===== config.mk =====
export PLATFORM = sky130hd
export DESIGN_NAME = keyframe_angle_interpolator
export DESIGN_NICKNAME = d
export VERILOG_FILES = /design/src/sv/kai_pkg.sv /design/src/sv/keyframe_angle_interpolator.sv /design/src/sv/kai_ctrl.sv /design/src/sv/kai_datapath.sv
export SDC_FILE = /design/constraint.sdc
export NUM_CORES = 2
export LEC_CHECK = 0
export ABC_AREA = 0
export ABC_CLOCK_PERIOD_IN_PS = 16480
export BUFFER_PORTS_ARGS = -buffer_cell sky130_fd_sc_hd__buf_2
export CAP_MARGIN = 20
export CORE_MARGIN = 2
export CORE_UTILIZATION = 60
export CTS_CLUSTER_SIZE = 20
export DETAILED_ROUTE_END_ITERATION = 8
export PLACE_DENSITY_LB_ADDON = 0.15
export SYNTH_ARGS = -nofsm -noshare
export SYNTH_HDL_FRONTEND = slang
export SYNTH_SLANG_ARGS = --single-unit

===== constraint.sdc =====
create_clock -name clk_i -period 16.48 [get_ports clk_i]
set_input_delay 0.824 -clock clk_i [delete_from_list [all_inputs] [get_ports clk_i]]
set_output_delay 0.824 -clock clk_i [all_outputs]
set_load 0.005 [all_outputs]

===== src/sv/kai_pkg.sv =====
package kai_pkg;

  localparam int unsigned KIND_W        = 1;
  localparam int unsigned SLOT_W        = 2;
  localparam int unsigned KEY_IDX_W     = 4;
  localparam int unsigned FRAME_W       = 16;
  localparam int unsigned ANGLE_W       = 24;
  localparam int unsigned SEG_W         = 4;
  localparam int unsigned CNT_W         = KEY_IDX_W + 1;
  localparam int unsigned QUO_W         = ANGLE_W;
  localparam int unsigned PROD_W        = ANGLE_W + FRAME_W;
  localparam int unsigned DIV_CNT_W     = $clog2(QUO_W);

  localparam int unsigned NUM_ANIMS_DEF     = 4;
  localparam int unsigned KEYS_PER_ANIM_DEF = 16;

  localparam logic [KIND_W-1:0] KIND_WRITE = 1'b0;
  localparam logic [KIND_W-1:0] KIND_EVAL  = 1'b1;

  typedef struct packed {
    logic [KIND_W-1:0]         kind;
    logic [SLOT_W-1:0]         anim_slot;
    logic [KEY_IDX_W-1:0]      key_index;
    logic [FRAME_W-1:0]        key_frame;
    logic signed [ANGLE_W-1:0] key_angle;
    logic                      last_key;
    logic [FRAME_W-1:0]        frame_number;
  } kai_in_t;

  typedef struct packed {
    logic signed [ANGLE_W-1:0] angle;
    logic                      updated;
    logic [SEG_W-1:0]          segment;
  } kai_out_t;

  typedef struct packed {
    logic [FRAME_W-1:0]        frame;
    logic signed [ANGLE_W-1:0] angle;
  } kai_key_t;

  typedef enum logic [3:0] {
    ST_IDLE,
    ST_RD_LAST,
    ST_RD_FIRST,
    ST_CHK_FIRST,
    ST_SCAN,
    ST_MUL,
    ST_DIV,
    ST_HIT,
    ST_MISS
  } kai_state_e;

  // controller -> datapath
  typedef struct packed {
    logic wr_key;      // store keyframe from the input transfer
    logic load_eval;   // latch frame number and key count
    logic idx_zero;
    logic cap_last;    // capture frame of the last key
    logic idx_inc;
    logic load_first;  // prev <= key 0, seg <= 0
    logic load_next;   // prev <= current key, seg++
    logic load_sub;
    logic load_mul;
    logic div_step;
    logic out_hit;
    logic out_miss;
  } kai_cmd_t;

  // datapath -> controller
  typedef struct packed {
    logic eval_ok;
    logic range_ok;
    logic hit;
    logic scan_end;
    logic div_done;
    logic out_free;
  } kai_sts_t;

endpackage


===== src/sv/keyframe_angle_interpolator.sv =====
// Keyframe angle interpolator.
// Input channel (in_valid_i / in_stall_o, payload in_data_i): a write transfer
// (kind 0) stores one keyframe; with last_key set it also sets the table's key
// count to key_index + 1. An evaluate transfer (kind 1) looks up frame_number
// in the table chosen by the active_animation register (cfg_we_i/cfg_wdata_i,
// write only while idle) and yields one result on the output channel
// (out_valid_o / out_stall_i, payload out_data_o). Writes yield nothing.
// A write is stored straight from idle. An evaluate reads the last and first key
// of the table, checks the frame against them, scans the keys one per step until
// the segment is found, multiplies, runs a radix-2 restoring divider for the 24
// quotient bits and hands the result on. A miss comes from a frame outside the
// keys, fewer than two keys or a bad active table. One item is in work at a time;
// sequencer and single key-store read port set the rate, the divider dominates.
// The output register frees the input side: a new item is taken while a
// result waits, and a finished result waits in its own state while the
// receiver stalls. Reset clears key counts, last angle, active table and
// output valid; the key store itself is not cleared and needs no sweep.
module keyframe_angle_interpolator #(
  parameter int unsigned NUM_ANIMS     = kai_pkg::NUM_ANIMS_DEF,
  parameter int unsigned KEYS_PER_ANIM = kai_pkg::KEYS_PER_ANIM_DEF
) (
  input  logic                          clk_i,
  input  logic                          rst_ni,
  input  logic                          cfg_we_i,
  input  logic [kai_pkg::SLOT_W-1:0]    cfg_wdata_i,
  input  logic                          in_valid_i,
  output logic                          in_stall_o,
  input  kai_pkg::kai_in_t              in_data_i,
  output logic                          out_valid_o,
  input  logic                          out_stall_i,
  output kai_pkg::kai_out_t             out_data_o
);
  import kai_pkg::*;

  kai_cmd_t cmd;   // sequencer commands
  kai_sts_t sts;   // datapath compare and progress flags

  // sequencer: table reads, key scan, divide steps, result hand-off
  kai_ctrl u_ctrl (
    .clk_i      (clk_i),
    .rst_ni     (rst_ni),
    .in_valid_i (in_valid_i),
    .in_kind_i  (in_data_i.kind),
    .in_stall_o (in_stall_o),
    .sts_i      (sts),
    .cmd_o      (cmd)
  );

  // key store, counts, multiplier, divider and output register
  kai_datapath #(
    .NUM_ANIMS     (NUM_ANIMS),
    .KEYS_PER_ANIM (KEYS_PER_ANIM)
  ) u_datapath (
    .clk_i       (clk_i),
    .rst_ni      (rst_ni),
    .cfg_we_i    (cfg_we_i),
    .cfg_wdata_i (cfg_wdata_i),
    .in_data_i   (in_data_i),
    .out_valid_o (out_valid_o),
    .out_stall_i (out_stall_i),
    .out_data_o  (out_data_o),
    .cmd_i       (cmd),
    .sts_o       (sts)
  );

endmodule


===== src/sv/kai_ctrl.sv =====
module kai_ctrl (
  input  logic                            clk_i,
  input  logic                            rst_ni,
  input  logic                            in_valid_i,
  input  logic [kai_pkg::KIND_W-1:0]      in_kind_i,
  output logic                            in_stall_o,
  input  kai_pkg::kai_sts_t               sts_i,
  output kai_pkg::kai_cmd_t               cmd_o
);
  import kai_pkg::*;

  kai_state_e state_q, state_d;

  always_ff @(posedge clk_i or negedge rst_ni) begin
    if (!rst_ni) begin
      state_q <= ST_IDLE;
    end else begin
      state_q <= state_d;
    end
  end

  // next state
  always_comb begin
    state_d = state_q;
    unique case (state_q)
      ST_IDLE: begin
        if (in_valid_i && in_kind_i == KIND_EVAL) begin
          state_d = sts_i.eval_ok ? ST_RD_LAST : ST_MISS;
        end
      end
      ST_RD_LAST:  state_d = ST_RD_FIRST;
      ST_RD_FIRST: state_d = ST_CHK_FIRST;
      ST_CHK_FIRST: begin
        state_d = sts_i.range_ok ? ST_SCAN : ST_MISS;
      end
      ST_SCAN: begin
        priority if (sts_i.hit) begin
          state_d = ST_MUL;
        end else if (sts_i.scan_end) begin
          state_d = ST_MISS;
        end
      end
      ST_MUL: state_d = ST_DIV;
      ST_DIV: begin
        if (sts_i.div_done) begin
          state_d = ST_HIT;
        end
      end
      ST_HIT, ST_MISS: begin
        if (sts_i.out_free) begin
          state_d = ST_IDLE;
        end
      end
      default: state_d = ST_IDLE;
    endcase
  end

  // outputs
  always_comb begin
    cmd_o      = '0;
    in_stall_o = 1'b1;
    unique case (state_q)
      ST_IDLE: begin
        in_stall_o = 1'b0;
        if (in_valid_i) begin
          cmd_o.wr_key    = (in_kind_i == KIND_WRITE);
          cmd_o.load_eval = (in_kind_i == KIND_EVAL);
        end
      end
      ST_RD_LAST:  cmd_o.idx_zero = 1'b1;
      ST_RD_FIRST: begin
        cmd_o.cap_last = 1'b1;
        cmd_o.idx_inc  = 1'b1;
      end
      ST_CHK_FIRST: begin
        cmd_o.load_first = sts_i.range_ok;
        cmd_o.idx_inc    = sts_i.range_ok;
      end
      ST_SCAN: begin
        priority if (sts_i.hit) begin
          cmd_o.load_sub = 1'b1;
        end else if (!sts_i.scan_end) begin
          cmd_o.load_next = 1'b1;
          cmd_o.idx_inc   = 1'b1;
        end
      end
      ST_MUL:  cmd_o.load_mul = 1'b1;
      ST_DIV:  cmd_o.div_step = 1'b1;
      ST_HIT:  cmd_o.out_hit  = sts_i.out_free;
      ST_MISS: cmd_o.out_miss = sts_i.out_free;
      default: cmd_o = '0;
    endcase
  end

  a_eval_blocks: assert property (@(posedge clk_i) disable iff (!rst_ni)
    (state_q == ST_IDLE && in_valid_i && in_kind_i == KIND_EVAL) |=> in_stall_o)
    else $error("input not stalled after evaluate transfer");

  a_mul_to_div: assert property (@(posedge clk_i) disable iff (!rst_ni)
    (state_q == ST_MUL) |=> (state_q == ST_DIV))
    else $error("divider not started after multiply");

  a_div_to_hit: assert property (@(posedge clk_i) disable iff (!rst_ni)
    (state_q == ST_DIV && sts_i.div_done) |=> (state_q == ST_HIT))
    else $error("divide finished without result");

endmodule


===== src/sv/kai_datapath.sv =====
module kai_datapath #(
  parameter int unsigned NUM_ANIMS     = kai_pkg::NUM_ANIMS_DEF,
  parameter int unsigned KEYS_PER_ANIM = kai_pkg::KEYS_PER_ANIM_DEF
) (
  input  logic                          clk_i,
  input  logic                          rst_ni,
  input  logic                          cfg_we_i,
  input  logic [kai_pkg::SLOT_W-1:0]    cfg_wdata_i,
  input  kai_pkg::kai_in_t              in_data_i,
  output logic                          out_valid_o,
  input  logic                          out_stall_i,
  output kai_pkg::kai_out_t             out_data_o,
  input  kai_pkg::kai_cmd_t             cmd_i,
  output kai_pkg::kai_sts_t             sts_o
);
  import kai_pkg::*;

  localparam int unsigned KEY_AW  = $clog2(KEYS_PER_ANIM);
  localparam int unsigned DEPTH   = NUM_ANIMS * KEYS_PER_ANIM;
  localparam int unsigned ADDR_W  = $clog2(DEPTH);
  localparam int unsigned ANIM_IW = (NUM_ANIMS > 1) ? $clog2(NUM_ANIMS) : 1;

  // key store, read every cycle at the active table + idx
  kai_key_t mem [DEPTH];
  kai_key_t rd_q;

  logic [SLOT_W-1:0]  active_anim_q;
  logic [CNT_W-1:0]   counts_q [NUM_ANIMS];
  logic [ANGLE_W-1:0] last_angle_q, last_angle_d;

  logic [FRAME_W-1:0] frame_q, frame_d;
  logic [FRAME_W-1:0] last_frame_q, last_frame_d;
  logic [CNT_W-1:0]   count_q, count_d;
  logic [KEY_AW-1:0]  idx_q, idx_d;
  logic [KEY_AW-1:0]  seg_q, seg_d;
  kai_key_t           prev_q, prev_d;

  logic               neg_q, neg_d;
  logic               zero_span_q, zero_span_d;
  logic [ANGLE_W-1:0] mag_q, mag_d;
  logic [FRAME_W-1:0] df_q, df_d;
  logic [FRAME_W-1:0] span_q, span_d;
  logic [FRAME_W-1:0] rem_q, rem_d;
  logic [QUO_W-1:0]   dvd_q, dvd_d;
  logic [DIV_CNT_W-1:0] div_cnt_q, div_cnt_d;

  logic     out_valid_q, out_valid_d;
  kai_out_t out_q, out_d;

  logic              wr_ok;
  logic [ADDR_W-1:0] wr_addr, rd_addr;
  logic [CNT_W-1:0]  count_sel;
  logic signed [ANGLE_W:0] diff;
  logic [PROD_W-1:0] prod;
  logic [FRAME_W:0]  rem_sh;
  logic              ge;
  logic [QUO_W-1:0]  quo;
  logic signed [ANGLE_W:0] quo_s;
  logic signed [ANGLE_W:0] res;

  assign wr_ok   = (32'(in_data_i.anim_slot) < NUM_ANIMS)
                && (32'(in_data_i.key_index) < KEYS_PER_ANIM);
  assign wr_addr = ADDR_W'(32'(in_data_i.anim_slot) * KEYS_PER_ANIM
                 + 32'(in_data_i.key_index));
  assign rd_addr = ADDR_W'(32'(active_anim_q) * KEYS_PER_ANIM + 32'(idx_q));
  assign count_sel = counts_q[ANIM_IW'(active_anim_q)];

  always_ff @(posedge clk_i) begin
    if (cmd_i.wr_key && wr_ok) begin
      mem[wr_addr] <= '{frame: in_data_i.key_frame, angle: in_data_i.key_angle};
    end
    rd_q <= mem[rd_addr];
  end

  // interpolation arithmetic
  assign diff   = {rd_q.angle[ANGLE_W-1], rd_q.angle}
                - {prev_q.angle[ANGLE_W-1], prev_q.angle};
  assign prod   = mag_q * df_q;
  assign rem_sh = {rem_q, dvd_q[QUO_W-1]};
  assign ge     = rem_sh >= {1'b0, span_q};
  assign quo    = zero_span_q ? '0 : dvd_q;
  assign quo_s  = neg_q ? -$signed({1'b0, quo}) : $signed({1'b0, quo});
  assign res    = {prev_q.angle[ANGLE_W-1], prev_q.angle} + quo_s;

  always_comb begin
    frame_d      = frame_q;
    last_frame_d = last_frame_q;
    count_d      = count_q;
    idx_d        = idx_q;
    seg_d        = seg_q;
    prev_d       = prev_q;
    neg_d        = neg_q;
    zero_span_d  = zero_span_q;
    mag_d        = mag_q;
    df_d         = df_q;
    span_d       = span_q;
    rem_d        = rem_q;
    dvd_d        = dvd_q;
    div_cnt_d    = div_cnt_q;
    out_d        = out_q;
    last_angle_d = last_angle_q;
    out_valid_d  = out_valid_q && out_stall_i;

    if (cmd_i.load_eval) begin
      frame_d = in_data_i.frame_number;
      count_d = count_sel;
      idx_d   = KEY_AW'(count_sel - CNT_W'(1));
    end
    if (cmd_i.idx_zero) begin
      idx_d = '0;
    end
    if (cmd_i.cap_last) begin
      last_frame_d = rd_q.frame;
    end
    if (cmd_i.idx_inc) begin
      idx_d = idx_q + KEY_AW'(1);
    end
    if (cmd_i.load_first) begin
      prev_d = rd_q;
      seg_d  = '0;
    end
    if (cmd_i.load_next) begin
      prev_d = rd_q;
      seg_d  = seg_q + KEY_AW'(1);
    end
    if (cmd_i.load_sub) begin
      neg_d       = diff[ANGLE_W];
      mag_d       = diff[ANGLE_W] ? ANGLE_W'(-diff) : ANGLE_W'(diff);
      df_d        = frame_q - prev_q.frame;
      span_d      = rd_q.frame - prev_q.frame;
      zero_span_d = (rd_q.frame == prev_q.frame);
    end
    if (cmd_i.load_mul) begin
      // quotient < 2^QUO_W, so the high part is already below the divisor
      rem_d     = prod[PROD_W-1:QUO_W];
      dvd_d     = prod[QUO_W-1:0];
      div_cnt_d = '0;
    end
    if (cmd_i.div_step) begin
      rem_d     = ge ? FRAME_W'(rem_sh - {1'b0, span_q}) : rem_sh[FRAME_W-1:0];
      dvd_d     = {dvd_q[QUO_W-2:0], ge};
      div_cnt_d = div_cnt_q + DIV_CNT_W'(1);
    end
    if (cmd_i.out_hit) begin
      out_d.angle   = res[ANGLE_W-1:0];
      out_d.updated = 1'b1;
      out_d.segment = SEG_W'(seg_q);
      last_angle_d  = res[ANGLE_W-1:0];
      out_valid_d   = 1'b1;
    end
    if (cmd_i.out_miss) begin
      out_d.angle   = last_angle_q;
      out_d.updated = 1'b0;
      out_d.segment = '0;
      out_valid_d   = 1'b1;
    end
  end

  always_ff @(posedge clk_i) begin
    frame_q      <= frame_d;
    last_frame_q <= last_frame_d;
    count_q      <= count_d;
    idx_q        <= idx_d;
    seg_q        <= seg_d;
    prev_q       <= prev_d;
    neg_q        <= neg_d;
    zero_span_q  <= zero_span_d;
    mag_q        <= mag_d;
    df_q         <= df_d;
    span_q       <= span_d;
    rem_q        <= rem_d;
    dvd_q        <= dvd_d;
    div_cnt_q    <= div_cnt_d;
    out_q        <= out_d;
  end

  always_ff @(posedge clk_i or negedge rst_ni) begin
    if (!rst_ni) begin
      active_anim_q <= '0;
      last_angle_q  <= '0;
      out_valid_q   <= 1'b0;
      for (int i = 0; i < NUM_ANIMS; i++) begin
        counts_q[i] <= '0;
      end
    end else begin
      last_angle_q <= last_angle_d;
      out_valid_q  <= out_valid_d;
      if (cfg_we_i) begin
        active_anim_q <= cfg_wdata_i;
      end
      if (cmd_i.wr_key && wr_ok && in_data_i.last_key) begin
        counts_q[ANIM_IW'(in_data_i.anim_slot)] <=
          CNT_W'(in_data_i.key_index) + CNT_W'(1);
      end
    end
  end

  assign sts_o.eval_ok  = (32'(active_anim_q) < NUM_ANIMS) && (count_sel >= CNT_W'(2));
  assign sts_o.range_ok = (frame_q >= rd_q.frame) && (frame_q <= last_frame_q);
  assign sts_o.hit      = (prev_q.frame <= frame_q) && (rd_q.frame >= frame_q);
  assign sts_o.scan_end = (CNT_W'(seg_q) + CNT_W'(2)) == count_q;
  assign sts_o.div_done = div_cnt_q == DIV_CNT_W'(QUO_W - 1);
  assign sts_o.out_free = !out_valid_q || !out_stall_i;

  assign out_valid_o = out_valid_q;
  assign out_data_o  = out_q;

  a_last_angle_src: assert property (@(posedge clk_i) disable iff (!rst_ni)
    !$stable(last_angle_q) |-> $past(cmd_i.out_hit))
    else $error("last angle changed without an interpolated result");

  a_quo_bound: assert property (@(posedge clk_i) disable iff (!rst_ni)
    (cmd_i.out_hit && !zero_span_q) |-> (dvd_q <= mag_q))
    else $error("interpolation step exceeds angle difference");

  a_out_hold: assert property (@(posedge clk_i) disable iff (!rst_ni)
    (out_valid_q && out_stall_i) |=> (out_valid_q && $stable(out_q)))
    else $error("stalled result changed");

endmodule

* Word level (Yosys, flattened, before mapping)
Memories as Yosys holds them, arrays and structs flattened. A register that Yosys moved wholly into a read port is not among the register bits. Index checks and enable logic that the tools add are counted.
Storage, ports and cells: output and inout port bits 31, memories 1, bits in writable memories 2560, input bits 71, register bits 268
Cells by class: multiply operators 1, $lt $le $gt $ge 9, $add $sub $neg 15, equality and inequality tests 15, reduce and logical (&&, ||, !) cells 16, mux-type cells 52, bitwise logic cells 3
Memories:
- u_datapath.mem | depth 64, width 40, rd ports 1, clocked after memory_dff 1, write ports 1, RTL line kai_datapath.sv:24 | kai_key_t mem [DEPTH];
Operators by type and width (count):
- two-way mux 24 bit | 5
- two-way mux 40 bit | 2
- two-way mux 29 bit | 2
- two-way mux 16 bit | 3
- two-way mux 4 bit | 12
- negation 24 bit | 2
- subtractor 16 bit | 3
- multiplier 24 x 16 -> 40 bit | 1
- >= comparator 16 bit | 2
- less-or-equal comparator 16 bit | 2
- one-hot mux 4 bit (8 select lines) | 1
- two-way mux 5 bit | 5
- subtractor 24 x 24 -> 25 bit | 1
- adder 24 bit | 1
- bitwise mux 20 bit | 1
- >= comparator 17 x 16 -> 1 bit | 1
- == test 16 bit | 1
- == test 4 x 3 -> 1 bit (second input constant) | 4
- two-way mux 1 bit | 15
- adder 6 x 4 -> 6 bit | 2
- binary-select mux 5 bit (select 2 bit) | 1
- demux 5 bit (select 2 bit) | 1
- adder 4 x 1 -> 4 bit (second input constant) | 2
- == test 4 x 2 -> 1 bit (second input constant) | 2
- other kinds (26) | 39

* Depth between registers and ports, before layout
word-level depth 8, gate-level depth with buffers 26, gate-level depth less buffers 24

* By module
A second synthesis with hierarchy kept.
Unflattened totals: cells, all modules 7566, area, all modules 127692.5 sq um
Modules (own cells, without submodules):
- kai_datapath | cells an instance 7509, times used 1, seq. area each 85316.8 sq um, area an instance 127258.3 sq um
- kai_ctrl | cells an instance 57, times used 1, seq. area each 100.1 sq um, area an instance 434.2 sq um

* Worst setup path before layout
Ideal clock, no wire load.
path type reg-to-reg, start reg u_datapath.df_q[1], end reg u_datapath.rem_q[11] (data pin), period minus slack after synthesis 6.267 ns, setup slack 10.213 ns, cell stages (with the launch flop) 22, data arrival time 6.005 ns, path through edfxtp_1 -> clkbuf_1 -> and2_1 -> fa_1 -> inv_1 -> fa_1 -> fa_1 -> fa_1 -> fa_1 -> fa_1 -> inv_1 -> ha_1 -> a21o_1 -> a21o_1 -> a21o_1 -> a221o_1 -> or3_1 -> o211ai_1 -> nand3_1 -> a31oi_1 -> xor2_1 -> mux2i_1
Between the ends: word-level cells in the longest chain between the ends 3
RTL lines:
- start, declared | RTL line kai_datapath.sv:41 | logic [FRAME_W-1:0] df_q, df_d;
- start signal, assigned | RTL line kai_datapath.sv:169 | df_q <= df_d;
- multiplier 24 x 16 -> 40 bit | RTL line kai_datapath.sv:78 | assign prod = mag_q * df_q;
- two-way mux 16 bit | RTL line kai_datapath.sv:133 | if (cmd_i.load_mul) begin
- two-way mux 16 bit | RTL line kai_datapath.sv:139 | if (cmd_i.div_step) begin
- named net u_datapath.rem_d[11] | RTL line kai_datapath.sv:43 | logic [FRAME_W-1:0] rem_q, rem_d;
- end signal, assigned | RTL line kai_datapath.sv:171 | rem_q <= rem_d;
- end, declared | RTL line kai_datapath.sv:43
The timed path passes the listed nets, and every way through them passes these cells. The select of a mux whose other input is x is not followed. A chain may end at the register's enable or synchronous reset.

* Worst setup path in the final report
start reg u_datapath.df_q[7], end reg u_datapath.rem_q[14] (data pin)
Same word-level chain as after synthesis.

==> results.ini <==
[global_route]
grt_pass1_vias=71700
gr-total-overflow=0
grt_pass1_wl_um=495000
grt.total_usage_pct=32.0
grt_max_degree=147
gr-usage-met1_pct=43.2
grt_busiest_layer=met2
met2_usage_pct=51.1
antenna_found_initial=33
met3_usage_pct=6.46

[worst_hold_path]
hp-class=input port to async pin

[power_and_ir_drop]
p_per_area_mw_per_mm2=173
vdd_ir_drop_max_uv=207
total_power_uw=24500
p_leak_uw=0.0491

[route]
routedWlPerCell_um=31.8
wirelength_um=344000
drtAntennaViolNets=0
drt_iter0_drc=9181
vias=71600
viasPerCell=6.62
firstDrtPassIters=6
drc_errors=0

[synthesis]
yosysSeqAreaShare_pct=67.0
synth_most_common_cell=edfxtp_1
synth_flop_cell=edfxtp_1
synth_area_leader_cell=edfxtp_1
synth_top_area_share_pct=65.3
ys_ff_latch=2868
postSynthNetCount=8207
ys_warn_count=0
synth_edf_count=2772
synth_area_leaders=edfxtp_1, mux4_2, fa_1
syn_avg_cell_area_um2=16.8
synthCells=7578
ys_types=88
async_flop_share_pct=1.78
synth_area_mm2=0.127
yosys-top-cells-count=edfxtp_1, nand2_1, mux4_2

[sta]
setup_ws_ns=9.10
tightest_slew_ns=1.18
max_freq_mhz=135
fin_crit_sh_pct=44.8
setup_violations=0
slew-limit-headroom_pct=20.8
min_period_ns=7.38
hold_viol_final=0
fin_tns_setup_ns=0
rsz0062_at_grt=false
holdWs_ns=0.0968
fin_skew_ns=0.0845
slew_viol_final=0

[clock_network]
clkSlewWorstSetupHoldPaths_ns=0.06
clock_path_buffers=4
root_buffer=clkbuf_16
clock_sinks=2868
cts_hold_buf=0
post_cts_buffers=0
cts_tree=yes
worstSkewPairLatency_ns=0.97
htree_num_levels=5
cts_made_buffers=308
cts_resized=0

[die]
die_area_mm2=0.216
num_rows=169
die_h_um=465
ios=102
initial_core_util_pct=60.2
die_w_um=465
core_area_mm2=0.212

[layout]
area_growth_pct=11.0
drive_gt1_share_pct=15.7
fin_cells=10800
fin_nets=8392

[worst_setup_path]
reg2regPathDepth=21
worstPathMaxFanout=24
timing.setup.critical_path_class=flop to flop
cp.arrival_ns=8.02
end_kind=flop
start_kind=flop
crit_required_ns=17.11

[placed_design]
hpwl_um=200000
place_congestion=0.900
portBuffers=101
dp_worst_setup_slack_ns=9.17
dp.cells=10300

[flow_run]
maxCapViolations=0

[run_status]
outcome=finished, final reports clean

metrics by stage:
step                      instance area [um2]  utilization, %
after floorplan                        127000               -
after global placement                 132000            62.1
after detailed placement               132000            62.2
after CTS                              141000            66.6
after global routing                   141000            66.8
final                                  141000            66.8
area by class of cell:
type                       count  area [um2]
tap                         2821        3530
fill                       14000       70200
sequential                  2868       85400
multi-input combinational   3867       39300
clock inverter               135        1250
antenna                       18        45.0
inverter                     479        1810
timing repair buffer         239        1850
clock buffer                 393        8250
cell families after synthesis:
kind of cell             share of synthesized area, %
AO/OA/AOI/OAI                                    5.26
adder cells (fa/ha/maj)                          7.31
XOR/XNOR                                         1.07
multiplexers                                     12.5
flip-flops                                       67.0
buffers and inverters                            2.56
AND/OR/NAND/NOR                                  4.30
cells in the final DEF, fill, tap and decap left out, types with 23 or more instances in the layout:
cell type  instances
a21o_1            63
a21oi_1          268
and2_1           167
buf_2            101
buf_4            115
bufinv_16         23
clkbuf_1          68
clkbuf_16        313
clkinv_1          60
clkinv_2          33
dfrtp_1           49
dfxtp_1           45
edfxtp_1        2772
fa_1             311
ha_1             247
inv_1            477
mux2i_1          464
mux4_2           492
nand2_1          556
nand3_1           46
nor2_1           143
nor2_4            66
nor2b_1           41
nor3_1            29
o21ai_0          140
o221ai_1         225
o22ai_1          141
xnor2_1           99
xor2_1            55
worst max-delay path, cell delays in order (launching register included):
cell and delay, ns:
edfxtp_1 1.06, nand2_1 0.19, fa_1 0.57, inv_1 0.05, fa_1 0.49, fa_1 0.67, fa_1 0.47, fa_1 0.51
inv_1 0.05, fa_1 0.49, inv_1 0.05, ha_1 0.37, o21a_1 0.16, o21a_1 0.16, a41o_1 0.29, nor3b_1 0.54
nand3_1 0.22, nand2_1 0.13, o221ai_1 0.16, o21ai_0 0.25, xnor2_1 0.15, mux2i_1 0.09
sequential cells by signal, summed over array words and instances (netlist names), 20 cells and up:
| register | cells |
|---|---|
| u_datapath.dvd_q | 24 |
| u_datapath.last_angle_q | 24 |
| u_datapath.mem | 2560 |
| u_datapath.rd_q | 40 |
| u_datapath.counts_q | 20 |
| u_datapath.out_data_o | 29 |
| u_datapath.mag_q | 24 |
| u_datapath.prev_q | 40 |
power breakdown:
part | switching (uW) | total [uW] | leakage (uW) | internal (uW)
sequential | 254 | 8720 | 0.0260 | 8460
combinational | 5490 | 9180 | 0.0185 | 3690
clock | 2750 | 6630 | 0.00463 | 3880
final timing paths:
path                                    startpoint                     endpoint  slack [ns]
min in group clk_i                   in_data_i[12]       u_datapath.frame_q[12]        0.10
max in group asynchronous                   rst_ni  u_datapath.active_anim_q[0]       15.74
worst max register to register  u_datapath.df_q[7]         u_datapath.rem_q[14]        9.10
worst min-delay path                        rst_ni  u_datapath.last_angle_q[13]         0.1
worst min register to register  u_datapath.rd_q[0]         u_datapath.prev_q[0]        0.43
worst max-delay path            u_datapath.df_q[7]         u_datapath.rem_q[14]        9.10
routing by layer:
metal	vias to the layer above	wire length, um
li1	29700	-
met1	37100	128000
met2	3964	166000
met3	815	34800
met4	16	15200
met5	-	113
(Power assumes the default switching activity.)
